**src/hdl/gso_pkg.sv**
```systemverilog
// ----------------------------------------------------------------------------
// gso_pkg
// Shared types and constants for the Gram-Schmidt orthonormalizer.
// ----------------------------------------------------------------------------
package gso_pkg;

    localparam int STORE_DEPTH = 64;
    localparam int ADDR_W      = 6;
    localparam int DIM_W       = 4;
    localparam int IDX_W       = 3;
    localparam int DATA_W      = 32;
    localparam int CFG_IDX_W   = 2;

    localparam logic [CFG_IDX_W-1:0] REG_ROWS = 2'd0;
    localparam logic [CFG_IDX_W-1:0] REG_COLS = 2'd1;

    typedef struct packed {
        logic [DATA_W-1:0] value;
        logic [ADDR_W-1:0] addr;
        logic              last;
        logic [DIM_W-1:0]  rows;
        logic [DIM_W-1:0]  cols;
    } gso_item_t;

endpackage

```
**src/hdl/gso_queue.sv**
```systemverilog
// ----------------------------------------------------------------------------
// gso_queue
// Four-entry queue between the load front and the compute back.
// ----------------------------------------------------------------------------
module gso_queue (
    input  logic               aclk,
    input  logic               aresetn,
    input  logic               push,
    input  gso_pkg::gso_item_t push_item,
    output logic               full,
    input  logic               pop,
    output logic               not_empty,
    output gso_pkg::gso_item_t pop_item
);
    import gso_pkg::*;

    gso_item_t  slot_reg [4];
    logic [1:0] wr_ptr_reg, rd_ptr_reg;
    logic [2:0] fill_reg;

    assign full      = fill_reg == 3'd4;
    assign not_empty = fill_reg != 3'd0;
    assign pop_item  = slot_reg[rd_ptr_reg];

    always_ff @(posedge aclk) begin
        if (push) slot_reg[wr_ptr_reg] <= push_item;
    end

    always_ff @(posedge aclk) begin
        if (!aresetn) begin
            wr_ptr_reg <= '0;
            rd_ptr_reg <= '0;
            fill_reg   <= '0;
        end else begin
            if (push) wr_ptr_reg <= wr_ptr_reg + 2'd1;
            if (pop)  rd_ptr_reg <= rd_ptr_reg + 2'd1;
            fill_reg <= fill_reg + 3'(push) - 3'(pop);
        end
    end

endmodule

```
**config.mk**
```make
export PLATFORM = sky130hd
export DESIGN_NAME = gso_queue
export DESIGN_NICKNAME = d
export VERILOG_FILES = /design/src/hdl/gso_pkg.sv /design/src/hdl/gso_queue.sv
export SDC_FILE = /design/constraint.sdc
export NUM_CORES = 1
export LEC_CHECK = 0
export BUFFER_PORTS_ARGS = -buffer_cell sky130_fd_sc_hd__buf_2
export CORE_UTILIZATION = 43
export CTS_CLUSTER_DIAMETER = 30
export DETAILED_ROUTE_END_ITERATION = 8
export GPL_ROUTABILITY_DRIVEN = 0
export PLACE_DENSITY = 0.76
export SYNTH_ARGS = -nofsm -noshare
export SYNTH_HDL_FRONTEND = slang
export SYNTH_SLANG_ARGS = --single-unit
```
**constraint.sdc**
```tcl
create_clock -name aclk -period 2 [get_ports aclk]
set_clock_uncertainty 0.05 [all_clocks]
set_input_delay 0.3 -clock aclk [delete_from_list [all_inputs] [get_ports aclk]]
set_output_delay 0.3 -clock aclk [all_outputs]
set_load 0.05 [all_outputs]
```
==> impl_metrics.tcl, run 1 <==
set metrics [dict create \
    status "finished with violations" \
    worstMarginPinSlew_ns 0.412 \
    end_kind "output port" \
    cts_tree "built" \
    first_pass_iters 4 \
    port_buffers 99 \
    synthArstFlopShare_pct 0 \
    cp_data_required_time_ns 1.65 \
    slew_headroom_pct 72.6 \
    clk_pin_slew_ns 0.07 \
    clk_latency_ns 0.42 \
    power.density_nw_per_um2 1090 \
    violations "negative setup slack" \
    start_util_pct 43.9 \
    ios 100 \
    finalInstanceArea_um2 9180 \
    drv_cap 0 \
    ys_seq_elements 197 \
    yosysWarnings 0 \
    rsz0062_at_grt "true" \
    nNetsFinal 475 \
    hold_class "input pin to flip-flop" \
    hp-start "push_item[33]" \
    first_iter_violations 114 \
    cp_top_family "multiplexers" \
    ys_seq_area_share_pct 80.3 \
    netlist-cell-type-count 21 \
    ir_drop_uv 614 \
    hold_violations 0 \
    ys.flop_type "edfxtp_1" \
    fin_cells 650 \
    power.leakage_nw 3.15 \
    fin_crit_ns 2.17 \
    grt_max_degree 48 \
    rows 47 \
    htreeDepth 4 \
    placed_cell_area_um2 8080 \
    worst_slack_ns -0.168 \
    placed_cells 609 \
    clock-sinks 197 \
    syn_inst 288 \
    clock-root-buffer "clkbuf_16" \
    wirelength_mm 12.8 \
    final_common_cell "edfxtp_1" \
    crit_fanout 8 \
    ant_nets 0 \
    path_common_cell "buf_12" \
    setup_viol 47 \
    wl_per_cell_um 19.7 \
    grt_pass1_vias 3545 \
    grt-ovfl-total 0 \
    avgSynthCellArea_um2 25.2 \
    core_area_um2 16500 \
    arrival_ns 1.82 \
    worst_setup_path_start_kind "flip-flop" \
    finalCritPeriodShare_pct 108 \
    worstPathCellList "buf_12, buf_12, mux4_2, buf_6" \
    clk_path_buf_depth 2 \
    crit_buf_inv 3 \
    worstSetupPathType "flip-flop to output port" \
    die_w_um 132 \
    n_fill_cell 1235 \
    dp_hpwl_mm 7.51 \
    via_per_inst 5.09 \
    numCtsBuffers 17 \
    drive_above_1_share_pct 47.4 \
    slew_violations 0 \
    slowest_stage "mux4_2" \
    die-area_um2 17400 \
    antenna_found_initial 0 \
    synth_nets 346 \
    netlist_area_um2 7250 \
    diodes 0 \
    area_delta_synth_final_pct 26.6 \
    r2r_start "fill_reg[0]" \
    final_cell_mix "edfxtp_1 (188), buf_2 (52), mux4_2 (47)" \
    synth_edf_count 188 \
    largest_register_ffs 188 \
    grt_use_total_pct 15.6 \
    fmax_ghz 0.461 \
    max_stage_delay_ns 0.53 \
    vias 3308 \
    grt_pass1_wl_mm 19.8 \
    die_height_um 132 \
    drc 0 \
]
layer usage:
| metal | up-vias | GRT usage (%) | part of all wire [%] |
|---|---|---|---|
| li1 | 1469 | - | - |
| met1 | 1735 | 19.9 | 43 |
| met2 | 83 | 25.1 | 50 |
| met3 | 21 | 4.34 | 5.1 |
| met4 | 0 | 6.98 | 1.9 |
| met5 | - | 0 | 0 |
worst paths after layout:
path / end / slack (ns) / cells after the start
worst max-delay path: pop_item[5] / -0.17 / 4
worst min-delay path: slot_reg[2][33] / 0.03 / 1
worst max register to register: fill_reg[2] / 0.22 / 7
worst min register to register: flip-flop / 0.49 / 2
per-stage QoR:
stage                     total power [mW]  setup slack [ns]  hold slack, ns  setup TNS [ns]  util, %
after floorplan                       5.93             0.289           0.349               0        -
after global placement                6.27             0.154           0.460               0     48.9
after detailed placement              6.31             0.124           0.469               0     48.9
after CTS                             9.99            -0.192          0.0152           -6.64     54.8
after global routing                  10.3            -0.230          0.0155           -8.79     55.5
final                                 9.96            -0.168          0.0327           -6.04     55.5
cells in the mapped netlist (2+ instances only):
cell type / count / area (µm²)
inv_1: 7 / 26.3
xnor2_1: 2 / 17.5
buf_2: 4 / 20.0
ha_1: 6 / 75.1
mux4_2: 47 / 1060
nor2_1: 5 / 18.8
edfxtp_1: 188 / 5650
buf_12: 3 / 60.1
dfxtp_1: 9 / 180
and2_1: 6 / 37.5
worst register-to-register path, cell delays in order (launching register included):
cell	delay, ns
dfxtp_1	0.32
inv_1	0.05
ha_1	0.26
inv_1	0.04
ha_1	0.18
fa_1	0.36
xor3_1	0.38
nor2_1	0.04
cell families (layout without fill, tap and decap cells):
family	count (synthesis)	in the layout	share of synthesized area [%]
compound gates	2	2	0.207
buf+inv	17	159	1.78
mux	48	48	14.7
flops	197	197	80.3
fa+ha+maj	7	7	1.31
simple gates	14	14	1.05
xor+xnor	3	3	0.569
timing repair:
item,CTS,global route
setup buffers,3,2
endpoints found under the setup margin,47,47
resized for setup,96,6
hold buffers,0,0
hold endpoints to repair,0,0
gates cloned,1,3
power breakdown:
group	internal, mW	switching, mW	leakage, nW
clock	2.04	1.42	0.290
combinational	0.697	1.00	1.06
sequential	4.74	0.0601	1.80
total	7.47	2.48	3.15
final cells by class:
type / instances / area, µm² / area share (%)
multi-input cells: 74 / 1300 / 14.2
clock buffers: 21 / 460 / 5.02
clock inverters: 11 / 149 / 1.62
repair buffers: 120 / 1130 / 12.4
well taps: 220 / 275 / 3.00
inverters: 7 / 26.3 / 0.286
flip-flops and latches: 197 / 5830 / 63.5
(Power assumes the default switching activity.)
==> inputs of run 2 (changes only) <==
--- a/constraint.sdc
+++ b/constraint.sdc
@@ -3,3 +3,3 @@
 set_input_delay 0.3 -clock aclk [delete_from_list [all_inputs] [get_ports aclk]]
 set_output_delay 0.3 -clock aclk [all_outputs]
-set_load 0.05 [all_outputs]
+set_load 0.01 [all_outputs]
==> run 2 against run 1 <==
The run still ends with negative setup slack left. Sequential power hardly changed. Maximum frequency is 3.2% higher. Non-clock buffer count is 7 lower. Die area stayed put. Core utilization is 1.8 points lower. Count of clock-buffer cells in the layout is 4 lower. Combinational power is 40% lower. Critical endpoint is now pop_item[23].
==> impl_metrics.tcl, run 2 (synthesis results as in run 1) <==
set metrics [dict create \
    status "finished with violations" \
    violations "negative setup slack" \
    finalCritPeriodShare_pct 105 \
    clk_pin_slew_ns 0.07 \
    start_util_pct 43.9 \
    nNetsFinal 468 \
    routed.top_layer "met4" \
    drv_cap 0 \
    met3_length_um 638 \
    power.density_nw_per_um2 1050 \
    clk_latency_ns 0.43 \
    wl_per_cell_um 18.9 \
    postCtsHoldBufs 0 \
    via_per_inst 5.01 \
    slew_headroom_pct 74.1 \
    worst_setup_path_start_kind "flip-flop" \
    wirelength_mm 12.2 \
    rsz0062_at_grt "true" \
    clock-sinks 197 \
    power.leakage_nw 3.04 \
    numCtsBuffers 17 \
    clk_path_buf_depth 2 \
    worstSetupPathType "flip-flop to output port" \
    fin_cells 643 \
    placed_cells 611 \
    largest_register_ffs 188 \
    drc 0 \
    grt_max_degree 31 \
    die_w_um 132 \
    grt-ovfl-total 0 \
    grt_pass1_vias 3504 \
    crit_fanout 24 \
    drive_above_1_share_pct 46.7 \
    pre_cts_slack_ns 0.0738 \
    ant_nets 0 \
    cp_data_required_time_ns 1.65 \
    first_iter_violations 156 \
    dp_hpwl_mm 7.78 \
    met1_length_mm 4.97 \
    cts_tree "built" \
    first_pass_iters 4 \
    grt_use_total_pct 15.1 \
    final_common_cell "edfxtp_1" \
    wl_met2_mm 6.38 \
    ios 100 \
    ir_drop_uv 591 \
    port_buffers 99 \
    grt_pass1_wl_mm 19.0 \
    antenna_found_initial 2 \
    fmax_ghz 0.476 \
    htreeDepth 4 \
    clock-root-buffer "clkbuf_16" \
    hold_violations 0 \
    die-area_um2 17400 \
    worstMarginPinSlew_ns 0.388 \
    hold_ws_ns 0.0346 \
    vias 3219 \
    rows 47 \
    fin_crit_ns 2.10 \
    n_fill_cell 1272 \
    worst_slack_ns -0.0995 \
    setup_viol 47 \
    arrival_ns 1.75 \
    hold_class "input pin to flip-flop" \
    die_height_um 132 \
    slew_violations 0 \
    core_area_um2 16500 \
    final_cell_mix "edfxtp_1 (188), buf_2 (74), mux4_2 (47)" \
    end_kind "output port" \
    area_delta_synth_final_pct 22.6 \
]
-- run 2: cell count changes in the layout (fill, tap and decap cells not counted), sizes merged --
cell	before	now
clkbuf	24	17
buf	117	113
inv	9	12
clkinvlp	3	1
bufinv	3	4
clkinv	3	4
diode	0	1
-- run 2: where the power goes --
| group | internal, mW | total (mW) | switching (mW) |
|---|---|---|---|
| clock | 2.10 | 3.56 | 1.45 |
| combinational | 0.541 | 1.02 | 0.482 |
| sequential | 4.74 | 4.79 | 0.0587 |
| total | 7.38 | 9.37 | 1.99 |
-- run 2: timing repair --
item | in CTS | in global routing
setup endpoints to repair | 47 | 47
gates resized for setup | 18 | 8
buffers inserted | 0 | 0
-- run 2: metal layers --
metal | track usage, % | up-vias
met2 | 25.4 | 74
met3 | 5.57 | 21
li1 | - | 1457
met1 | 17.9 | 1667
met4 | 5.62 | 0
met5 | 0 | -
-- run 2: final cells by class --
type	instances	area, µm²	area share [%]
clock buffers	17	425	4.79
diodes	1	2.50	0.0282
repair buffers	113	827	9.31
clock inverters	14	198	2.22
well taps	220	275	3.10
flip-flops and latches	197	5830	65.6
inverters	7	26.3	0.296
multi-input cells	74	1300	14.6
-- run 2: path summary, 6_finish.rpt --
kind / cells after the start / startpoint / to / slack, ns
max: 3 / flip-flop / pop_item[23] / -0.1
min: 1 / push_item[37] / slot_reg[1][37] / 0.03
max reg2reg: 7 / fill_reg[0] / fill_reg[2] / 0.15
min reg2reg: 2 / wr_ptr_reg[1] / wr_ptr_reg[1] / 0.50
-- run 2: critical path: stages, from the launching register on --
cell and delay [ns]:
dfxtp_4 0.38, buf_16 0.21, mux4_2 0.56, buf_6 0.14
-- run 2: stage by stage --
step,area [µm²],utilization [%],TNS [ns],power (mW)
3_3_place_gp,8100,49.0,0,5.79
2_1_floorplan,7260,-,0,5.45
4_1_cts,8830,53.4,-5.06,9.45
3_5_place_dp,8100,49.0,0,5.83
6_report,8890,53.8,-3.35,9.37
5_1_grt,8880,53.8,-7.11,9.69
