### src/hdl/gso_pkg.sv
// ----------------------------------------------------------------------------
// gso_pkg
// Shared types and constants for the Gram-Schmidt orthonormalizer.
// ----------------------------------------------------------------------------
package gso_pkg;

    localparam int STORE_DEPTH = 64;
    localparam int ADDR_W      = 6;
    localparam int DIM_W       = 4;
    localparam int IDX_W       = 3;
    localparam int DATA_W      = 32;
    localparam int CFG_IDX_W   = 2;

    localparam logic [CFG_IDX_W-1:0] REG_ROWS = 2'd0;
    localparam logic [CFG_IDX_W-1:0] REG_COLS = 2'd1;

    typedef struct packed {
        logic [DATA_W-1:0] value;
        logic [ADDR_W-1:0] addr;
        logic              last;
        logic [DIM_W-1:0]  rows;
        logic [DIM_W-1:0]  cols;
    } gso_item_t;

endpackage

### src/hdl/gso_front.sv
// ----------------------------------------------------------------------------
// gso_front
// Holds the size registers, counts loaded elements and tags each beat with
// its store address and an end-of-matrix mark.
// ----------------------------------------------------------------------------
module gso_front #(
    parameter int MAX_ROWS = 8,
    parameter int MAX_COLS = 8
) (
    input  logic                         aclk,
    input  logic                         aresetn,
    input  logic                         cfg_valid,
    output logic                         cfg_ready,
    input  logic [gso_pkg::CFG_IDX_W-1:0] cfg_index,
    input  logic [gso_pkg::DIM_W-1:0]    cfg_data,
    input  logic                         s_tvalid,
    output logic                         s_tready,
    input  logic [gso_pkg::DATA_W-1:0]   s_tdata,
    output logic                         push,
    output gso_pkg::gso_item_t           push_item,
    input  logic                         q_full
);
    import gso_pkg::*;

    logic [DIM_W-1:0] rows_cfg_reg, cols_cfg_reg;
    logic [DIM_W-1:0] rows_c, cols_c;
    logic [6:0]       load_count_reg, load_count_next, cnt_inc, total;
    logic             is_last;

    assign cfg_ready = 1'b1;
    assign s_tready  = !q_full;
    assign push      = s_tvalid && s_tready;

    always_comb begin
        if (rows_cfg_reg == '0)                 rows_c = DIM_W'(1);
        else if (rows_cfg_reg > DIM_W'(MAX_ROWS)) rows_c = DIM_W'(MAX_ROWS);
        else                                    rows_c = rows_cfg_reg;
        if (cols_cfg_reg == '0)                 cols_c = DIM_W'(1);
        else if (cols_cfg_reg > DIM_W'(MAX_COLS)) cols_c = DIM_W'(MAX_COLS);
        else                                    cols_c = cols_cfg_reg;
        total           = 7'(rows_c) * 7'(cols_c);
        cnt_inc         = load_count_reg + 7'd1;
        is_last         = cnt_inc >= total;
        load_count_next = is_last ? 7'd0 : cnt_inc;
    end

    assign push_item = '{value: s_tdata, addr: load_count_reg[ADDR_W-1:0],
                         last: is_last, rows: rows_c, cols: cols_c};

    always_ff @(posedge aclk) begin
        if (!aresetn) begin
            rows_cfg_reg   <= DIM_W'(4);
            cols_cfg_reg   <= DIM_W'(4);
            load_count_reg <= '0;
        end else begin
            if (cfg_valid && cfg_ready) begin
                unique case (cfg_index)
                    REG_ROWS: rows_cfg_reg <= cfg_data;
                    REG_COLS: cols_cfg_reg <= cfg_data;
                    default: ;
                endcase
            end
            if (push) load_count_reg <= load_count_next;
        end
    end

endmodule

### config.mk
export PLATFORM = sky130hd
export DESIGN_NAME = gso_front
export DESIGN_NICKNAME = d
export VERILOG_FILES = /design/src/hdl/gso_pkg.sv /design/src/hdl/gso_front.sv
export SDC_FILE = /design/constraint.sdc
export NUM_CORES = 1
export LEC_CHECK = 0
export BUFFER_PORTS_ARGS = -buffer_cell sky130_fd_sc_hd__buf_2
export CORE_MARGIN = 3
export CORE_UTILIZATION = 36
export CTS_BUF_LIST = sky130_fd_sc_hd__clkbuf_16
export DETAILED_ROUTE_END_ITERATION = 10
export GPL_ROUTABILITY_DRIVEN = 0
export PLACE_DENSITY = 0.67
export SLEW_MARGIN = 10
export SYNTH_ARGS = -nofsm -noshare
export SYNTH_HDL_FRONTEND = slang
export SYNTH_SLANG_ARGS = --single-unit
### constraint.sdc
create_clock -name aclk -period 5.2 [get_ports aclk]
set_clock_uncertainty 0.15 [all_clocks]
set_input_delay 1.04 -clock aclk [delete_from_list [all_inputs] [get_ports aclk]]
set_output_delay 1.04 -clock aclk [all_outputs]
set_load 0.1 [all_outputs]
==> results of run 1 <==
==> placed cells by master, fill, tap and decap left out, types with 3 or more instances in the layout <==
cell type / n
fa_1: 3
buf_4: 3
inv_1: 12
ha_1: 18
nor2_1: 14
dfxtp_1: 15
nand2_1: 15
buf_2: 26
a21oi_1: 5
nand3_1: 11
xnor2_1: 5
mux2i_1: 7
nand4_1: 5
xor2_1: 3
nor2b_1: 8
clkbuf_16: 3
clkinvlp_4: 4
==> cells by family (layout without fill, tap and decap cells) <==
logic type / after synthesis / in the layout / share of synthesized area
buf+inv: 63 / 52 / 0.235
fa+ha+maj: 22 / 22 / 0.185
simple gates: 73 / 73 / 0.235
compound gates: 13 / 13 / 0.0554
flops: 15 / 15 / 0.182
other cells: 1 / 1 / 0.00228
mux: 7 / 7 / 0.0425
xor+xnor: 10 / 10 / 0.0623
==> how the worst max path moves through the flow <==
stage                         start           end  slack (ps)  cells past startpoint
floorplan           cols_cfg_reg[3]  push_item[8]          10                     18
finish              rows_cfg_reg[3]  push_item[8]         210                     19
global route        rows_cfg_reg[3]  push_item[8]           4                     19
detailed placement  rows_cfg_reg[3]  push_item[8]         260                     19
CTS                 rows_cfg_reg[3]  push_item[8]          20                     19
global placement    rows_cfg_reg[3]  push_item[8]         360                     19
==> layer usage <==
metal | global-route usage | wire length (um) | up-vias
met3 | 0.0315 | 136 | 6
met5 | 0 | 0 | -
li1 | - | - | 594
met2 | 0.170 | 1320 | 17
met4 | 0.0463 | 39 | 0
met1 | 0.140 | 1330 | 536
==> critical path: cells and delay by family, from the launching register on <==
family          cells  cell delay (ps)
fa+ha+maj           4             1680
buf+inv             7              640
compound gates      4              490
flops               1              330
simple gates        3              300
xor+xnor            1              130
==> layout make-up <==
cell class                      instances  area, um2  share of cell area
Timing Repair Buffer                   30        173               0.101
Sequential cell                        15        300               0.176
Multi-Input combinational cell        126       1000               0.589
Clock inverter                          1       3.75             0.00220
Inverter                               18       85.1              0.0500
Clock buffer                            3       75.1              0.0441
Tap cell                               50       62.6              0.0367
==> power breakdown <==
part           total (mW)  switching [mW]  internal, mW
sequential          0.122         0.00380         0.118
combinational       0.114          0.0822        0.0322
clock               0.146          0.0440         0.102
==> per-stage QoR <==
stage	power (mW)	instance area (um2)	instances
floorplan	0.335	1700	204
finish	0.382	1700	243
global route	0.402	1700	243
global placement	0.236	1590	238
CTS	0.387	1680	242
detailed placement	0.237	1590	238
==> timing repair <==
item,CTS,global route
gates resized for setup,1,5
setup buffers,0,1
endpoints found under the setup margin,1,1
pin swaps,0,4
==> run_results.csv, run 1 <==
group,metric,value,unit
drt,drc,0,
clock_tree,htreeDepth,1,
layout,final_nets,259,
floorplan,initial_core_util,0.392,
sta,layout_setup_ws,210,ps
global_routing,grt_pass1_wl,4700,um
sta,rsz0062_at_grt,"false",
sta,drv_slew,0,
sta,fmax,200,MHz
sta,period_share,0.960,
drt,drt-total-wl,2830,um
synth,yosys_most_used_dff,"dfxtp_1",
drt,wl_per_cell,11.6,um
job,cap_viol_max_count,0,
clock_tree,cts_sinks,15,
synth,ys_seq_elements,15,
drt,vias,1153,
hold_path,hold_depth,2,
synth,synth.distinct_cells,35,
floorplan,die-width,73.7,um
clock_tree,tritoncts,"yes",
synth,synthTopCellsByCount,"40 x buf_4, 18 x ha_1, 18 x inv_1, 18 x nand2_1",
clock_tree,cts_buffer_depth,2,
hold_path,hold_start,"load_count_reg[6]",
power,irDropWorstVdd,0.159,mV
clock_tree,cts_hold_buf,0,
global_routing,antenna_found_initial,0,
placed_design,pre_cts_slack,265,ps
layout,fillCellCount,427,
layout,antennaDiodeCount,0,
synth,synthTopCellsByArea,"buf_4 18%, dfxtp_1 18%, ha_1 14%, fa_1 4.9%, mux2i_1 4.3%",
worst_setup_path,cpMostUsedCell,"inv_1",
worst_setup_path,crit_fanout,7,
worst_setup_path,critPathMaxStageDelay,530,ps
worst_setup_path,cp_slowest_cell,"fa_1",
synth,syn-instance-count,204,
worst_setup_path,path_class,"flop to primary output",
drt,drtIter0Drc,48,
floorplan,die_h,73.7,um
layout,largest_reg_flops,7,
sta,finalHoldViolCount,0,
worst_setup_path,r2r_end,"load_count_reg[1]",
layout,final_util,0.405,
worst_setup_path,reg2reg_depth,20,
outcome,outcome,"finished clean",
layout,syn_to_final_growth,3.34,%
worst_setup_path,cp-end-kind,"primary output",
synth,synth_nets,269,
global_routing,grt_overflow,0,
global_routing,grt_pass1_vias,1090,
worst_setup_path,setup.worst_path.start_class,"flop",
clock_tree,cts_made_buffers,3,
placed_design,dp_hpwl,2300,um
clock_tree,clock-root-buffer,"clkbuf_16",
drt,via_per_inst,4.74,
placed_design,io_buffers,27,
floorplan,coreArea,4200,um2
global_routing,grt_max_degree,23,
floorplan,io_pins,93,
sta,setup_viol,0,
sta,fin_crit,4990,ps
worst_setup_path,r2r_slack,1260,ps
clock_tree,clk_pin_slew_worst_paths,50,ps
synth,synth_seq_area_share,0.182,
layout,drive_above_1_share,0.295,
power,powerDensity,224,nW/um2
synth,syn_avg_cell_area,8.08,um2
synth,yosysWarnings,0,
synth,async_flop_share,0,
floorplan,num_rows,23,
hold_path,min_to,"load_count_reg[6]",
worst_setup_path,r2r_start,"rows_cfg_reg[3]",
worst_setup_path,worst_ep_required_time,4010,ps
clock_tree,clk_latency,240,ps
sta,whs,344,ps
worst_setup_path,path_cells,"inv_2, nand2_4, clkinvlp_4, nand2_2, fa_1, inv_1, fa_1, inv_1, fa_2, inv_1, a21o_1, a21oi_1, xnor2_1, ha_1, a21oi_1, and3_1, a21boi_4, inv_2, buf_12",
synth,synth_area_leader_cell,"buf_4",
drt,dr.pass1.iters,4,
global_routing,track_usage,0.109,
sta,tns,0,ps
worst_setup_path,cp.arrival,3800,ps
power,total_leakage_power,0.853,nW
synth,netlist_area,1650,um2
synth,synth.most_common_cell,"buf_4",
synth,synth-edff-count,0,
drt,antenna_left,0,
hold_path,worstHoldPathType,"flop to flop",
synth,synth_top_area_frac,0.182,
floorplan,dieArea,5430,um2
No activity file was read; power rests on OpenSTA's default activity.
==> inputs of run 2 (changes only) <==
--- a/config.mk
+++ b/config.mk
@@ -7,11 +7,11 @@
 export LEC_CHECK = 0
 export BUFFER_PORTS_ARGS = -buffer_cell sky130_fd_sc_hd__buf_2
 export CORE_MARGIN = 3
-export CORE_UTILIZATION = 36
+export CORE_UTILIZATION = 40
 export CTS_BUF_LIST = sky130_fd_sc_hd__clkbuf_16
 export DETAILED_ROUTE_END_ITERATION = 10
 export GPL_ROUTABILITY_DRIVEN = 0
-export PLACE_DENSITY = 0.67
+export PLACE_DENSITY = 0.74
 export SLEW_MARGIN = 10
 export SYNTH_ARGS = -nofsm -noshare
 export SYNTH_HDL_FRONTEND = slang
==> constraint.sdc (replaced) <==
create_clock -name aclk -period 4.6 [get_ports aclk]
set_clock_uncertainty 0.15 [all_clocks]
set_input_delay 0.92 -clock aclk [delete_from_list [all_inputs] [get_ports aclk]]
set_output_delay 0.92 -clock aclk [all_outputs]
set_load 0.1 [all_outputs]
==> run 2 against run 1 <==
- critical endpoint unchanged
- non-clock buffer count up 3
- sequential power up 13%
- sequential share of layout area down 0.21 points
- routed wire length up 5.5%
- final cell count up 0.41%
- design area up 3.3%
- count of clock-buffer cells in the layout unchanged
- register-to-register slack worse by 590 ps
- utilization up 5.4 points
- the run now ends with setup timing left
==> run_results.csv, run 2 (synthesis gave the netlist of run 1 again) <==
group,metric,value,unit
clock_tree,tritoncts,"yes",
drt,via_per_inst,4.87,
layout,layout_commonest_cell,"buf_2",
worst_setup_path,endpoint,"push_item[8]",
global_routing,track_usage,0.126,
worst_setup_path,cp.arrival,3780,ps
layout,final_nets,262,
floorplan,coreArea,3830,um2
power,powerDensity,249,nW/um2
sta,setup_viol,1,
layout,largest_reg_flops,7,
drt,dr.pass1.iters,4,
clock_tree,clk_pin_slew_worst_paths,50,ps
placed_design,pre_cts_slack,-29.8,ps
floorplan,die_h,70.2,um
sta,tns,-248,ps
floorplan,num_rows,22,
worst_setup_path,cp-end-kind,"primary output",
floorplan,initial_core_util,0.431,
global_routing,grt_max_degree,23,
floorplan,io_pins,93,
sta,drv_slew,0,
sta,fmax,206,MHz
clock_tree,htreeDepth,1,
outcome,outcome,"finished, violations left",
sta,period_share,1.05,
worst_setup_path,startpoint,"rows_cfg_reg[2]",
layout,antennaDiodeCount,0,
sta,finalHoldViolCount,0,
drt,antenna_left,0,
global_routing,grt_pass1_wl,5120,um
sta,layout_setup_ws,-248,ps
sta,rsz0062_at_grt,"true",
drt,drtIter0Drc,22,
global_routing,grt_overflow,0,
power,irDropWorstVdd,0.150,mV
worst_setup_path,crit_fanout,4,
drt,drt-total-wl,2980,um
clock_tree,cts_made_buffers,3,
layout,mostFrequentLayoutCells,"26 x buf_2, 18 x ha_1, 14 x nand2_1, 14 x nor2_1, 12 x dfxtp_1",
floorplan,die-width,70.2,um
placed_design,io_buffers,27,
worst_setup_path,path_class,"flop to primary output",
worst_setup_path,r2r_start,"rows_cfg_reg[2]",
global_routing,antenna_found_initial,0,
worst_setup_path,setup.worst_path.start_class,"flop",
clock_tree,clock-root-buffer,"clkbuf_16",
drt,vias,1188,
placed_design,dp_hpwl,2470,um
global_routing,grt_pass1_vias,1172,
worst_setup_path,r2r_end,"load_count_reg[1]",
worst_setup_path,reg2reg_depth,20,
worst_setup_path,worst_ep_required_time,3530,ps
power,total_leakage_power,0.888,nW
drt,wl_per_cell,12.2,um
clock_tree,cts_sinks,15,
hold_path,worstHoldPathType,"flop to flop",
layout,syn_to_final_growth,6.76,%
job,cap_viol_max_count,0,
power,totalPowerFinal,0.438,mW
layout,drive_above_1_share,0.357,
clock_tree,cts_buffer_depth,2,
clock_tree,cts_hold_buf,0,
floorplan,dieArea,4930,um2
worst_setup_path,r2r_slack,670,ps
outcome,violations,"setup timing",
sta,fin_crit,4850,ps
clock_tree,clk_latency,240,ps
drt,drc,0,
==> run 2: layer usage <==
| metal | vias up | GRT usage | wire length, um |
|---|---|---|---|
| li1 | 601 | - | - |
| met1 | 557 | 0.146 | 1280 |
| met2 | 22 | 0.213 | 1470 |
| met3 | 8 | 0.0302 | 178 |
| met4 | 0 | 0.0660 | 52 |
| met5 | - | 0 | 0 |
==> run 2: repair_timing <==
| item | in CTS | in global routing |
|---|---|---|
| pin swaps | 1 | 1 |
| gates resized for setup | 1 | 3 |
| endpoints found under the setup margin | 1 | 1 |
| buffers inserted | 1 | 0 |
==> run 2: final cells by class <==
cell class	count	area [um2]
Sequential cell	15	307
Clock buffer	3	75.1
Inverter	18	98.8
Clock inverter	1	5.00
Fill cell	363	2070
Tap cell	48	60.1
Multi-Input combinational cell	126	1020
Timing Repair Buffer	33	195
==> run 2: worst max-delay path: stages, from the launching register on <==
cell and delay (ps):
dfxtp_2 320, nor2_2 110, o21ai_2 70, bufinv_8 180
nand2_4 40, fa_1 520, inv_1 50, fa_1 510
inv_2 40, fa_2 350, inv_2 50, a21o_1 110
a21oi_2 50, xnor2_1 120, ha_1 320, a21oi_1 140
and3_1 160, a21boi_4 180, inv_2 60, buf_12 160
==> run 2: power by group <==
group | total (mW) | internal (mW) | switching (mW)
combinational | 0.133 | 0.0390 | 0.0940
clock | 0.167 | 0.116 | 0.0514
sequential | 0.138 | 0.134 | 0.00456
total | 0.438 | 0.288 | 0.150
==> run 2: worst min-delay path by stage <==
stage                            from                 to  cells after the start
finish              load_count_reg[6]  load_count_reg[6]                      2
global route        load_count_reg[6]  load_count_reg[6]                      2
global placement    load_count_reg[6]  load_count_reg[6]                      2
CTS                 load_count_reg[6]  load_count_reg[6]                      2
detailed placement  load_count_reg[6]  load_count_reg[6]                      2
floorplan           load_count_reg[6]  load_count_reg[6]                      2
==> run 2: through the flow <==
stage | cells | utilization | hold WS, ps | cell area, um2
final | 244 | 0.460 | 337 | 1760
after global placement | 239 | 0.435 | 330 | 1660
after CTS | 244 | 0.458 | 341 | 1750
after global routing | 244 | 0.460 | 398 | 1760
after detailed placement | 239 | 0.435 | 334 | 1660
after floorplan | 204 | - | 321 | 1750
==> inputs of run 3 (changes only) <==
--- a/config.mk
+++ b/config.mk
@@ -6,12 +6,14 @@
 export NUM_CORES = 1
 export LEC_CHECK = 0
 export BUFFER_PORTS_ARGS = -buffer_cell sky130_fd_sc_hd__buf_2
+export CELL_PAD_IN_SITES_DETAIL_PLACEMENT = 0
+export CELL_PAD_IN_SITES_GLOBAL_PLACEMENT = 1
 export CORE_MARGIN = 3
-export CORE_UTILIZATION = 40
+export CORE_UTILIZATION = 31
 export CTS_BUF_LIST = sky130_fd_sc_hd__clkbuf_16
 export DETAILED_ROUTE_END_ITERATION = 10
 export GPL_ROUTABILITY_DRIVEN = 0
-export PLACE_DENSITY = 0.74
+export PLACE_DENSITY = 0.77
 export SLEW_MARGIN = 10
 export SYNTH_ARGS = -nofsm -noshare
 export SYNTH_HDL_FRONTEND = slang
==> run 3 against run 2 <==
- the run still ends with setup timing left
- utilization down 9.2 points
- final cell count up 9.0%
- largest cell class unchanged
- non-clock buffer count up 3
- critical endpoint unchanged
==> run_results.csv, run 3 (synthesis gave the netlist of run 1 again) <==
group,metric,value,unit
outcome,violations,"setup timing",
placed_design,dpl.cell_count,259,
sta,layout_setup_ws,-301,ps
clock_tree,clk_pin_slew_worst_paths,50,ps
drt,wl_per_cell,11.7,um
drt,vias,1212,
worst_setup_path,r2r_start,"rows_cfg_reg[3]",
clock_tree,htreeDepth,1,
worst_setup_path,path_cells,"inv_4, o21ai_2, bufinv_8, nand2_4, fa_1, inv_1, fa_1, inv_2, fa_2, inv_2, a21o_1, a21oi_2, xnor2_1, ha_1, a21oi_2, and3_1, a21boi_4, inv_2, buf_12",
sta,drv_slew,0,
worst_setup_path,cpMostUsedCell,"inv_2",
placed_design,io_buffers,27,
floorplan,die-width,78.9,um
floorplan,dieArea,6230,um2
layout,syn_to_final_growth,10.3,%
power,irDropWorstVdd,0.106,mV
floorplan,num_rows,25,
clock_tree,tritoncts,"yes",
layout,antennaDiodeCount,0,
clock_tree,clock-root-buffer,"clkbuf_16",
drt,via_per_inst,4.56,
worst_setup_path,reg2reg_depth,21,
worst_setup_path,critPathMaxStageDelay,540,ps
layout,mostFrequentLayoutCells,"26 x buf_2, 18 x ha_1, 14 x nand2_1, 14 x nor2_1",
outcome,outcome,"finished, violations left",
sta,fmax,204,MHz
global_routing,grt_pass1_wl,5190,um
clock_tree,cts_made_buffers,3,
power,powerDensity,243,nW/um2
global_routing,grt_pass1_vias,1142,
global_routing,grt_overflow,0,
drt,drc,0,
drt,dr.pass1.iters,4,
drt,antenna_left,0,
worst_setup_path,path_class,"flop to primary output",
layout,postLayoutCellArea,1820,um2
placed_design,dpl_cell_area,1690,um2
worst_setup_path,crit_fanout,5,
hold_path,hold_start,"load_count_reg[6]",
clock_tree,clk_latency,240,ps
hold_path,min_to,"load_count_reg[6]",
layout,final_util,0.368,
worst_setup_path,r2r_slack,520,ps
worst_setup_path,cp-end-kind,"primary output",
sta,fin_crit,4900,ps
drt,drtIter0Drc,39,
global_routing,antenna_found_initial,0,
worst_setup_path,worst_ep_required_time,3530,ps
floorplan,io_pins,93,
layout,fillCellCount,537,
clock_tree,cts_buffer_depth,2,
power,total_leakage_power,0.909,nW
placed_design,pre_cts_slack,-7.60,ps
worst_setup_path,r2r_end,"load_count_reg[1]",
global_routing,grt_max_degree,23,
placed_design,dp_hpwl,2520,um
floorplan,die_h,78.9,um
floorplan,initial_core_util,0.333,
worst_setup_path,critical_path_buf_inv_count,7,
worst_setup_path,cp.arrival,3830,ps
sta,setup_viol,1,
worst_setup_path,startpoint,"rows_cfg_reg[3]",
floorplan,coreArea,4940,um2
clock_tree,cts_sinks,15,
layout,largest_reg_flops,7,
layout,layout_commonest_cell,"buf_2",
layout,drive_above_1_share,0.372,
sta,period_share,1.07,
layout,final_nets,265,
sta,finalHoldViolCount,0,
worst_setup_path,setup.worst_path.start_class,"flop",
worst_setup_path,cp_slowest_cell,"fa_1",
clock_tree,cts_hold_buf,0,
hold_path,worstHoldPathType,"flop to flop",
hold_path,hold_depth,2,
global_routing,track_usage,0.102,
sta,rsz0062_at_grt,"true",
layout,final_cell_count_no_fill,266,
worst_setup_path,critPathTopFamily,"adder cells",
job,cap_viol_max_count,0,
drt,drt-total-wl,3110,um
## run 3: cell count changes in the layout (fill, tap and decap cells not counted), sizes merged
cell / change
buf: +3
clkinv: -1
inv: +1
## run 3: area by class of cell
type	count	area, um2	share of cell area
Tap cell	67	83.8	0.0461
Multi-Input combinational cell	126	1030	0.565
Clock inverter	1	3.75	0.00206
Inverter	18	98.8	0.0544
Timing Repair Buffer	36	221	0.122
Sequential cell	15	308	0.169
Clock buffer	3	75.1	0.0413
## run 3: timing repair
| item | in CTS | in global routing |
|---|---|---|
| pin swaps | 0 | 11 |
| endpoints found under the setup margin | 1 | 1 |
| resized for setup | 0 | 8 |
| buffers inserted | 0 | 3 |
## run 3: report_power, final
part / internal [mW] / switching (mW) / total [mW]
Sequential: 0.134 / 0.00413 / 0.138
Clock: 0.115 / 0.0521 / 0.167
Combinational: 0.0411 / 0.0951 / 0.136
Total: 0.290 / 0.151 / 0.441
## run 3: how the worst max path moves through the flow
| stage | endpoint | slack [ps] | cells after the start |
|---|---|---|---|
| after CTS | push_item[8] | -290 | 19 |
| after global placement | push_item[8] | 30 | 19 |
| final | push_item[8] | -300 | 19 |
| after global routing | push_item[8] | -440 | 19 |
| after detailed placement | push_item[8] | -8 | 19 |
| after floorplan | push_item[8] | -220 | 18 |
## run 3: metrics by stage
stage / TNS [ps] / power, mW / hold WS (ps)
after floorplan: -222 / 0.382 / 321
after global placement: 0 / 0.273 / 331
after detailed placement: -7.60 / 0.274 / 334
after CTS: -289 / 0.445 / 341
after global routing: -436 / 0.461 / 348
final: -301 / 0.441 / 337
## run 3: worst min-delay path, cell delays in order, from the launching register on
cell     delay [ps]
dfxtp_1         330
nand3_1          70
nand2_1          40
## run 3: metal layers
layer,GRT usage,part of all wire,up-vias
li1,-,-,616
met1,0.130,0.45,570
met2,0.168,0.49,16
met3,0.0136,0.043,10
met4,0.0533,0.015,0
met5,0,0,-
